File: config.mk
export PLATFORM = sky130hd
export DESIGN_NAME = interest_header_parser
export DESIGN_NICKNAME = d
export VERILOG_FILES = /design/src/rtl/ihp_pkg.sv /design/src/rtl/ihp_parse.sv /design/src/rtl/ihp_out.sv /design/src/rtl/interest_header_parser.sv
export SDC_FILE = /design/constraint.sdc
export NUM_CORES = 1
export LEC_CHECK = 0
export CORE_ASPECT_RATIO = 1.75
export CORE_MARGIN = 2
export CORE_UTILIZATION = 54
export CTS_BUF_LIST = sky130_fd_sc_hd__clkbuf_2
export DETAILED_ROUTE_END_ITERATION = 16
export DONT_BUFFER_PORTS = 1
export GPL_ROUTABILITY_DRIVEN = 0
export PLACE_DENSITY = 0.72
export SYNTH_ARGS = -nofsm -noshare
export SYNTH_HDL_FRONTEND = slang
export SYNTH_SLANG_ARGS = --single-unit
File: constraint.sdc
create_clock -name i_clk -period 6.15 [get_ports i_clk]
set_input_delay 1.5375 -clock i_clk [delete_from_list [all_inputs] [get_ports i_clk]]
set_output_delay 1.5375 -clock i_clk [all_outputs]
set_load 0.005 [all_outputs]
File: src/rtl/ihp_pkg.sv
// ============================================================================
// ihp_pkg
// Types and constants shared by the interest header parser modules.
// ============================================================================
`timescale 1ns / 1ps
`default_nettype none

package ihp_pkg;

    localparam int unsigned DEFAULT_NAME_BYTES = 16;

    localparam int unsigned BYTE_W   = 8;
    localparam int unsigned NUM_W    = 28;
    localparam int unsigned STATUS_W = 2;
    localparam int unsigned CFG_IDX_W = 1;

    // Output tdata: name_byte, status, name_length, chunk, left, right, ask.
    localparam int unsigned RES_BITS = 2 * BYTE_W + STATUS_W + 3 * NUM_W + 1;
    localparam int unsigned OUT_DATA_W = ((RES_BITS + 7) / 8) * 8;

    // Configuration register indexes.
    localparam logic [CFG_IDX_W-1:0] CFG_NOCACHE  = 1'd0;
    localparam logic [CFG_IDX_W-1:0] CFG_ASK_MASK = 1'd1;

    // Header byte layout.
    localparam int unsigned HDR_CACHE_BIT = 1;
    localparam logic [1:0] MODE_DEFAULT = 2'd0;
    localparam logic [1:0] MODE_LENGTH  = 2'd2;

    typedef enum logic [1:0] {
        ST_OK          = 2'd0,
        ST_FORWARD     = 2'd1,
        ST_RESERVED    = 2'd2,
        ST_UNSUPPORTED = 2'd3
    } t_status;

    typedef enum logic {
        KIND_NAME    = 1'b0,
        KIND_SUMMARY = 1'b1
    } t_kind;

    typedef enum logic [2:0] {
        PH_IDLE    = 3'd0,
        PH_NAMELEN = 3'd1,
        PH_NAME    = 3'd2,
        PH_CHUNK   = 3'd3,
        PH_FLAG    = 3'd4,
        PH_LEFT    = 3'd5,
        PH_RIGHT   = 3'd6
    } t_phase;

    typedef struct packed {
        logic              nocache_value;
        logic [BYTE_W-1:0] ask_info_mask;
    } t_cfg;

    typedef struct packed {
        t_kind             kind;
        logic [BYTE_W-1:0] name_byte;
        t_status           status;
        logic [BYTE_W-1:0] name_length;
        logic [NUM_W-1:0]  chunk_seq;
        logic [NUM_W-1:0]  first_off;
        logic [NUM_W-1:0]  last_off;
        logic              info_req;
    } t_result;

endpackage

`default_nettype wire

File: src/rtl/ihp_parse.sv
// ============================================================================
// ihp_parse
// Parser state and per-byte update. Consumes one registered byte per cycle
// while i_fire is high and produces at most one result item for it.
// ============================================================================
`timescale 1ns / 1ps
`default_nettype none

module ihp_parse
    import ihp_pkg::*;
#(
    parameter int unsigned NAME_BYTES = DEFAULT_NAME_BYTES
) (
    input  wire logic              i_clk,
    input  wire logic              i_rst_n,
    input  wire logic              i_fire,
    input  wire logic [BYTE_W-1:0] i_byte,
    input  wire logic              i_start,
    input  wire logic              i_ask_req,
    input  wire t_cfg              i_cfg,
    output logic                   o_res_valid,
    output t_result                o_res
);

    t_phase            r_phase,       n_phase;
    logic [BYTE_W-1:0] r_bytes_left,  n_bytes_left;
    logic [BYTE_W-1:0] r_name_count,  n_name_count;
    logic [NUM_W-1:0]  r_accum,       n_accum;
    logic [1:0]        r_nbl,         n_nbl;
    logic [NUM_W-1:0]  r_chunk,       n_chunk;
    logic [NUM_W-1:0]  r_left,        n_left;
    logic              r_ask,         n_ask;

    logic              num_done;
    logic              num_bad;
    logic [NUM_W-1:0]  num_val;
    logic [NUM_W-1:0]  num_accum;
    logic [1:0]        num_nbl;
    logic              forward;
    logic [1:0]        mode;
    logic              in_number;

    assign mode      = i_byte[3:2];
    assign forward   = (i_byte[HDR_CACHE_BIT] == i_cfg.nocache_value);
    assign in_number = (r_phase == PH_CHUNK) || (r_phase == PH_LEFT) || (r_phase == PH_RIGHT);

    // Prefix-coded number: the first byte's leading ones give the count of
    // bytes that follow; later bytes shift in from the bottom.
    always_comb begin
        num_done  = 1'b0;
        num_bad   = 1'b0;
        num_val   = NUM_W'(i_byte);
        num_accum = r_accum;
        num_nbl   = r_nbl;
        if (r_nbl == 2'd0) begin
            if (!i_byte[7]) begin
                num_done = 1'b1;
            end else if (i_byte[7:6] == 2'b10) begin
                num_accum = NUM_W'(i_byte[5:0]);
                num_nbl   = 2'd1;
            end else if (i_byte[7:5] == 3'b110) begin
                num_accum = NUM_W'(i_byte[4:0]);
                num_nbl   = 2'd2;
            end else if (i_byte[7:4] == 4'b1110) begin
                num_accum = NUM_W'(i_byte[3:0]);
                num_nbl   = 2'd3;
            end else begin
                num_bad = 1'b1;
            end
        end else begin
            num_accum = {r_accum[NUM_W-BYTE_W-1:0], i_byte};
            num_nbl   = r_nbl - 2'd1;
            if (r_nbl == 2'd1) begin
                num_done = 1'b1;
                num_val  = num_accum;
            end
        end
    end

    // Next state.
    always_comb begin
        n_phase      = r_phase;
        n_bytes_left = r_bytes_left;
        n_name_count = r_name_count;
        n_accum      = r_accum;
        n_nbl        = r_nbl;
        n_chunk      = r_chunk;
        n_left       = r_left;
        n_ask        = r_ask;
        if (i_fire) begin
            if (i_start) begin
                n_name_count = '0;
                n_accum      = '0;
                n_nbl        = '0;
                n_chunk      = '0;
                n_left       = '0;
                n_bytes_left = '0;
                n_ask        = i_ask_req;
                if (forward) begin
                    n_phase = PH_IDLE;
                end else if (mode == MODE_DEFAULT) begin
                    n_bytes_left = BYTE_W'(NAME_BYTES);
                    n_phase      = PH_NAME;
                end else if (mode == MODE_LENGTH) begin
                    n_phase = PH_NAMELEN;
                end else begin
                    n_phase = PH_IDLE;
                end
            end else begin
                case (r_phase)
                    PH_NAMELEN: begin
                        n_bytes_left = i_byte;
                        n_phase      = (i_byte == '0) ? PH_CHUNK : PH_NAME;
                    end
                    PH_NAME: begin
                        n_name_count = r_name_count + 1'b1;
                        n_bytes_left = r_bytes_left - 1'b1;
                        if (r_bytes_left == BYTE_W'(1)) begin
                            n_phase = PH_CHUNK;
                        end
                    end
                    PH_FLAG: begin
                        if ((i_byte & i_cfg.ask_info_mask) != '0) begin
                            n_ask = 1'b1;
                        end
                        n_phase = PH_LEFT;
                    end
                    PH_CHUNK, PH_LEFT, PH_RIGHT: begin
                        if (num_bad) begin
                            n_phase = PH_IDLE;
                        end else begin
                            n_accum = num_accum;
                            n_nbl   = num_nbl;
                            if (num_done) begin
                                case (r_phase)
                                    PH_CHUNK: begin
                                        n_chunk = num_val;
                                        n_phase = PH_FLAG;
                                    end
                                    PH_LEFT: begin
                                        n_left  = num_val;
                                        n_phase = PH_RIGHT;
                                    end
                                    default: begin
                                        n_phase = PH_IDLE;
                                    end
                                endcase
                            end
                        end
                    end
                    default: begin
                        n_phase = PH_IDLE;
                    end
                endcase
            end
        end
    end

    // Result item.
    always_comb begin
        o_res_valid       = 1'b0;
        o_res             = '0;
        o_res.kind        = KIND_SUMMARY;
        o_res.name_length = r_name_count;
        o_res.chunk_seq   = r_chunk;
        o_res.first_off   = r_left;
        o_res.info_req    = r_ask;
        o_res.status      = ST_OK;
        if (i_start) begin
            // A header summary reports the freshly cleared values.
            o_res.name_length = '0;
            o_res.chunk_seq   = '0;
            o_res.first_off   = '0;
            o_res.info_req    = i_ask_req;
            if (forward) begin
                o_res_valid  = i_fire;
                o_res.status = ST_FORWARD;
            end else if ((mode != MODE_DEFAULT) && (mode != MODE_LENGTH)) begin
                o_res_valid  = i_fire;
                o_res.status = ST_RESERVED;
            end
        end else if (r_phase == PH_NAME) begin
            o_res_valid     = i_fire;
            o_res           = '0;
            o_res.kind      = KIND_NAME;
            o_res.name_byte = i_byte;
        end else if (in_number && num_bad) begin
            o_res_valid  = i_fire;
            o_res.status = ST_UNSUPPORTED;
        end else if ((r_phase == PH_RIGHT) && num_done) begin
            o_res_valid    = i_fire;
            o_res.last_off = num_val;
        end
    end

    always_ff @(posedge i_clk) begin
        if (!i_rst_n) begin
            r_phase      <= PH_IDLE;
            r_bytes_left <= '0;
            r_name_count <= '0;
            r_accum      <= '0;
            r_nbl        <= '0;
            r_chunk      <= '0;
            r_left       <= '0;
            r_ask        <= 1'b0;
        end else begin
            r_phase      <= n_phase;
            r_bytes_left <= n_bytes_left;
            r_name_count <= n_name_count;
            r_accum      <= n_accum;
            r_nbl        <= n_nbl;
            r_chunk      <= n_chunk;
            r_left       <= n_left;
            r_ask        <= n_ask;
        end
    end

`ifndef SYNTHESIS
    a_summary_idles: assert property (@(posedge i_clk) disable iff (!i_rst_n)
        (o_res_valid && (o_res.kind == KIND_SUMMARY)) |=> (r_phase == PH_IDLE))
        else $error("phase not idle after a summary item");

    a_name_in_phase: assert property (@(posedge i_clk) disable iff (!i_rst_n)
        (o_res_valid && (o_res.kind == KIND_NAME)) |-> (r_phase == PH_NAME))
        else $error("name item outside the name phase");

    a_nbl_in_number: assert property (@(posedge i_clk) disable iff (!i_rst_n)
        (r_nbl != 2'd0) |-> in_number)
        else $error("number bytes pending outside a number field");
`endif

endmodule

`default_nettype wire

File: src/rtl/ihp_out.sv
// ============================================================================
// ihp_out
// Output register with a skid stage, so the parser can hand over one more
// result while a finished result waits on the downstream side.
// ============================================================================
`timescale 1ns / 1ps
`default_nettype none

module ihp_out
    import ihp_pkg::*;
(
    input  wire logic i_clk,
    input  wire logic i_rst_n,
    input  wire logic i_valid,
    input  wire t_result i_res,
    output logic      o_ready,
    output logic      o_valid,
    output t_result   o_res,
    input  wire logic i_ready
);

    logic    r_main_v;
    logic    r_skid_v;
    t_result r_main;
    t_result r_skid;
    logic    in_fire;

    assign o_ready = !r_skid_v;
    assign in_fire = i_valid && !r_skid_v;
    assign o_valid = r_main_v;
    assign o_res   = r_main;

    always_ff @(posedge i_clk) begin
        if (!i_rst_n) begin
            r_main_v <= 1'b0;
            r_skid_v <= 1'b0;
        end else if (!r_main_v || i_ready) begin
            r_main_v <= r_skid_v || in_fire;
            r_skid_v <= 1'b0;
        end else if (in_fire) begin
            r_skid_v <= 1'b1;
        end
    end

    always_ff @(posedge i_clk) begin
        if (!r_main_v || i_ready) begin
            r_main <= r_skid_v ? r_skid : i_res;
        end else if (in_fire) begin
            r_skid <= i_res;
        end
    end

`ifndef SYNTHESIS
    a_skid_behind_main: assert property (@(posedge i_clk) disable iff (!i_rst_n)
        r_skid_v |-> r_main_v)
        else $error("skid stage holds an item while the output is empty");

    a_skid_drains: assert property (@(posedge i_clk) disable iff (!i_rst_n)
        (r_skid_v && i_ready) |=> !r_skid_v)
        else $error("skid stage did not drain");
`endif

endmodule

`default_nettype wire

File: src/rtl/interest_header_parser.sv
// Path: an item that causes a result is held in the input register, then goes
// through the parser into the result register before it shows on the master side.
// Throughput: one byte per cycle while the output stage can take a result; the
// parser's state update sits between the input register and the result register.
// Reset: i_rst_n is synchronous and active low; it empties the input, output and
// skid registers, sets the parser idle and loads the configuration defaults.
// ============================================================================
// interest_header_parser
// Streams an interest carrier packet one byte per item and emits name bytes
// and a final parse summary.
// ============================================================================
`timescale 1ns / 1ps
`default_nettype none

module interest_header_parser
    import ihp_pkg::*;
#(
    parameter int unsigned NAME_BYTES = DEFAULT_NAME_BYTES
) (
    input  wire logic                  i_clk,
    input  wire logic                  i_rst_n,
    input  wire logic                  i_s_axis_tvalid,
    output logic                       o_s_axis_tready,
    input  wire logic [BYTE_W-1:0]     i_s_axis_tdata,  // data_byte
    input  wire logic [1:0]            i_s_axis_tuser,  // packet_start, ask_request
    output logic                       o_m_axis_tvalid,
    input  wire logic                  i_m_axis_tready,
    // name_byte, status, name_length, chunk sequence, first offset,
    // last offset, info request, zero fill
    output logic [OUT_DATA_W-1:0]      o_m_axis_tdata,
    output logic                       o_m_axis_tuser,  // kind
    input  wire logic                  i_cfg_valid,
    output logic                       o_cfg_ready,
    input  wire logic [CFG_IDX_W-1:0]  i_cfg_index,
    input  wire logic [BYTE_W-1:0]     i_cfg_data
);

    t_cfg              r_cfg;
    logic              r_in_v;
    logic [BYTE_W-1:0] r_in_byte;
    logic              r_in_start;
    logic              r_in_ask;

    logic    fire;
    logic    res_valid;
    t_result res;
    logic    out_ready;
    logic    out_valid;
    t_result out_res;

    assign o_cfg_ready     = 1'b1;
    assign fire            = r_in_v && out_ready;
    assign o_s_axis_tready = !r_in_v || out_ready;

    always_ff @(posedge i_clk) begin
        if (!i_rst_n) begin
            r_cfg.nocache_value <= 1'b0;
            r_cfg.ask_info_mask <= BYTE_W'(1);
        end else if (i_cfg_valid) begin
            case (i_cfg_index)
                CFG_NOCACHE:  r_cfg.nocache_value <= i_cfg_data[0];
                CFG_ASK_MASK: r_cfg.ask_info_mask <= i_cfg_data;
                default: begin
                end
            endcase
        end
    end

    always_ff @(posedge i_clk) begin
        if (!i_rst_n) begin
            r_in_v <= 1'b0;
        end else if (o_s_axis_tready) begin
            r_in_v <= i_s_axis_tvalid;
        end
    end

    always_ff @(posedge i_clk) begin
        if (o_s_axis_tready && i_s_axis_tvalid) begin
            r_in_byte  <= i_s_axis_tdata;
            r_in_start <= i_s_axis_tuser[0];
            r_in_ask   <= i_s_axis_tuser[1];
        end
    end

    ihp_parse #(
        .NAME_BYTES (NAME_BYTES)
    ) u_parse (
        .i_clk       (i_clk),
        .i_rst_n     (i_rst_n),
        .i_fire      (fire),
        .i_byte      (r_in_byte),
        .i_start     (r_in_start),
        .i_ask_req   (r_in_ask),
        .i_cfg       (r_cfg),
        .o_res_valid (res_valid),
        .o_res       (res)
    );

    ihp_out u_out (
        .i_clk   (i_clk),
        .i_rst_n (i_rst_n),
        .i_valid (res_valid),
        .i_res   (res),
        .o_ready (out_ready),
        .o_valid (out_valid),
        .o_res   (out_res),
        .i_ready (i_m_axis_tready)
    );

    assign o_m_axis_tvalid = out_valid;
    assign o_m_axis_tuser  = out_res.kind;
    assign o_m_axis_tdata  = OUT_DATA_W'({out_res.info_req, out_res.last_off,
                                          out_res.first_off, out_res.chunk_seq,
                                          out_res.name_length, out_res.status,
                                          out_res.name_byte});

endmodule

`default_nettype wire
==> results.cfg <==
[outcome]
status = finished, final reports clean

[grt]
antenna_found_initial = 1
grt_pass1_vias = 8507
grt_pass1_wl_um = 46000
grt.overflow.total = 0
grt_use_total = 0.231
grt_start_max_net_pins = 114

[sta]
relSlewSlack = 0.168
finalCriticalPeriod_ps = 3840
fin_crit_sh = 0.624
skew_ps = 66.0
hold_viol = 0
tightest_slew_ps = 1250
slew_violations = 0
setup_violations = 0
tns_ps = 0
grt_setup_unrepaired = no
fmax_mhz = 260

[clock_tree]
ctsResizeCount = 0
post_cts_buffers = 0
cts_sinks = 328
clkTransAtPathRegs_ps = 100
clock_path_buffers = 3
cts_buffers = 72
insertion_delay_ps = 930
htreeDepth = 3
cts-root-buf = clkbuf_2
cts_hold_buf = 0
cts_tree = done

[floorplanning]
initial_utilization = 0.550
die_w_um = 124
coreArea_um2 = 24600
boundaryPins = 132
fp.dieH_um = 213
dieArea_um2 = 26400
num_rows = 76

[drt]
ant_nets = 0
routedWlPerCell_um = 20.7
drc = 0
finalWirelength_um = 29700
drt_iter0_markers = 620
post_drt_via_cell_ratio = 5.87
num_vias = 8434
drtPass1Iterations = 5

[synth]
syn_inst = 1070
synth_cell_types = 66
ys_ff_latch = 328
synth_top_area_share = 0.483
ys_async_sr_fraction = 0
syn-num-nets = 1097
yosysTopAreaCell = edfxtp_1
synth_area_leaders = edfxtp_1, dfxtp_1, mux2_2
synth_enable_flop_cells = 218
syn_area_per_cell_um2 = 12.7
seq_area_frac_synth = 0.646
synth_area_um2 = 13500
ys_warn_count = 0
synthFlopType = edfxtp_1

[place]
dp_hpwl_um = 19200
io_buffers = 0

[setup_path]
path_class = flop to flop
arrival_ps = 4360
cp_max_fo = 68
critical_path_required_ps = 6670
endpoint_kind = flop
startpoint_type = flop

[power]
p_total_mw = 3.84
p_per_area_nw_per_um2 = 269
p_leak_nw = 5.61
ir_drop_v = 0.000158

[cells_and_area]
num-fill-cells = 2040
drive_gt1_frac = 0.224
area_delta_synth_final_pct = 5.28
final_common_cell = edfxtp_1
layout_common_cells = edfxtp_1, nand2_1, clkbuf_2, dfxtp_1, mux2_2
fin_nets = 1096

[job]
cap_violations = 0

[worst_hold_path]
min_path_type = flop to flop
cell type report:
| class | count | area (µm²) | share of cell area |
|---|---|---|---|
| flip-flops and latches | 328 | 8750 | 0.614 |
| well taps | 312 | 390 | 0.0274 |
| inverters | 10 | 40.0 | 0.00281 |
| repair buffers | 6 | 45.0 | 0.00316 |
| clock buffers | 120 | 601 | 0.0421 |
| diodes | 1 | 2.50 | 0.000176 |
| clock inverters | 10 | 38.8 | 0.00272 |
| multi-input cells | 651 | 4390 | 0.308 |
per-stage QoR:
stage               instances  worst slack, ps  instance area (µm²)  hold slack [ps]  utilization
floorplan                1070             1520                13500              431            -
global placement         1307             2480                13600              438        0.553
detailed placement       1307             2370                13600              446        0.553
CTS                      1437             2330                14300              461        0.579
global route             1438             2050                14300              482        0.579
finish                   1438             2310                14300              460        0.579
where the power goes:
group	internal, mW	switching (mW)
Clock	0.504	0.805
Sequential	2.37	0.0294
Combinational	0.0406	0.0901
Total	2.91	0.925
cells in the mapped netlist (all sizes together) (14+ instances only):
library cell    n
edfxtp        218
nand2         133
dfxtp         110
mux2          102
mux2i          14
and3           94
clkbuf         50
nor2           28
a21boi         68
nand3          60
o21ai          25
a21oi          14
buf            31
worst max-delay path, stage by stage, from the launching register on:
cell	delay, ps
dfxtp_1	560
nor3b_2	810
nor2_1	240
a311oi_1	420
and2_4	840
buf_4	550
registers in the layout, indices dropped and copies added (netlist names), 2 cells and up:
register / count
r_cfg: 9
r_in_byte: 8
u_out.o_res: 104
u_out.r_skid: 104
u_parse.r_accum: 20
u_parse.r_bytes_left: 8
u_parse.r_chunk: 28
u_parse.r_left: 28
u_parse.r_name_count: 8
u_parse.r_nbl: 2
u_parse.r_phase: 3
worst paths after layout:
| path | cells after the start | to | slack (ps) | start |
|---|---|---|---|---|
| setup / recovery | 5 | u_out.r_skid[65]$_DFFE_PP_ | 2310 | u_parse.r_phase[1]$_SDFFE_PN0P_ |
| hold / removal | 2 | u_parse.r_left[25]$_SDFFE_PN0P_ | 460 | u_parse.r_left[25]$_SDFFE_PN0P_ |
| setup reg to reg | 5 | u_out.r_skid[65]$_DFFE_PP_ | 2310 | u_parse.r_phase[1]$_SDFFE_PN0P_ |
| hold reg to reg | 2 | u_parse.r_left[25]$_SDFFE_PN0P_ | 460 | u_parse.r_left[25]$_SDFFE_PN0P_ |
layer usage:
metal	routed length, µm	up-vias	GRT usage
met1	10800	4084	0.260
li1	-	3954	-
met4	1500	0	0.139
met2	15900	313	0.396
met3	1510	83	0.0505
met5	0	-	0
logic make-up after synthesis:
family | Yosys count | synth area share
other | 2 | 0.000555
AND/OR/NAND/NOR | 371 | 0.139
buffers and inverters | 91 | 0.0306
XOR/XNOR | 9 | 0.00582
multiplexers | 116 | 0.0961
flip-flops | 328 | 0.646
adder cells (fa/ha/maj) | 3 | 0.00277
AO/OA/AOI/OAI | 150 | 0.0794
Power figures use the tool's default switching activity.
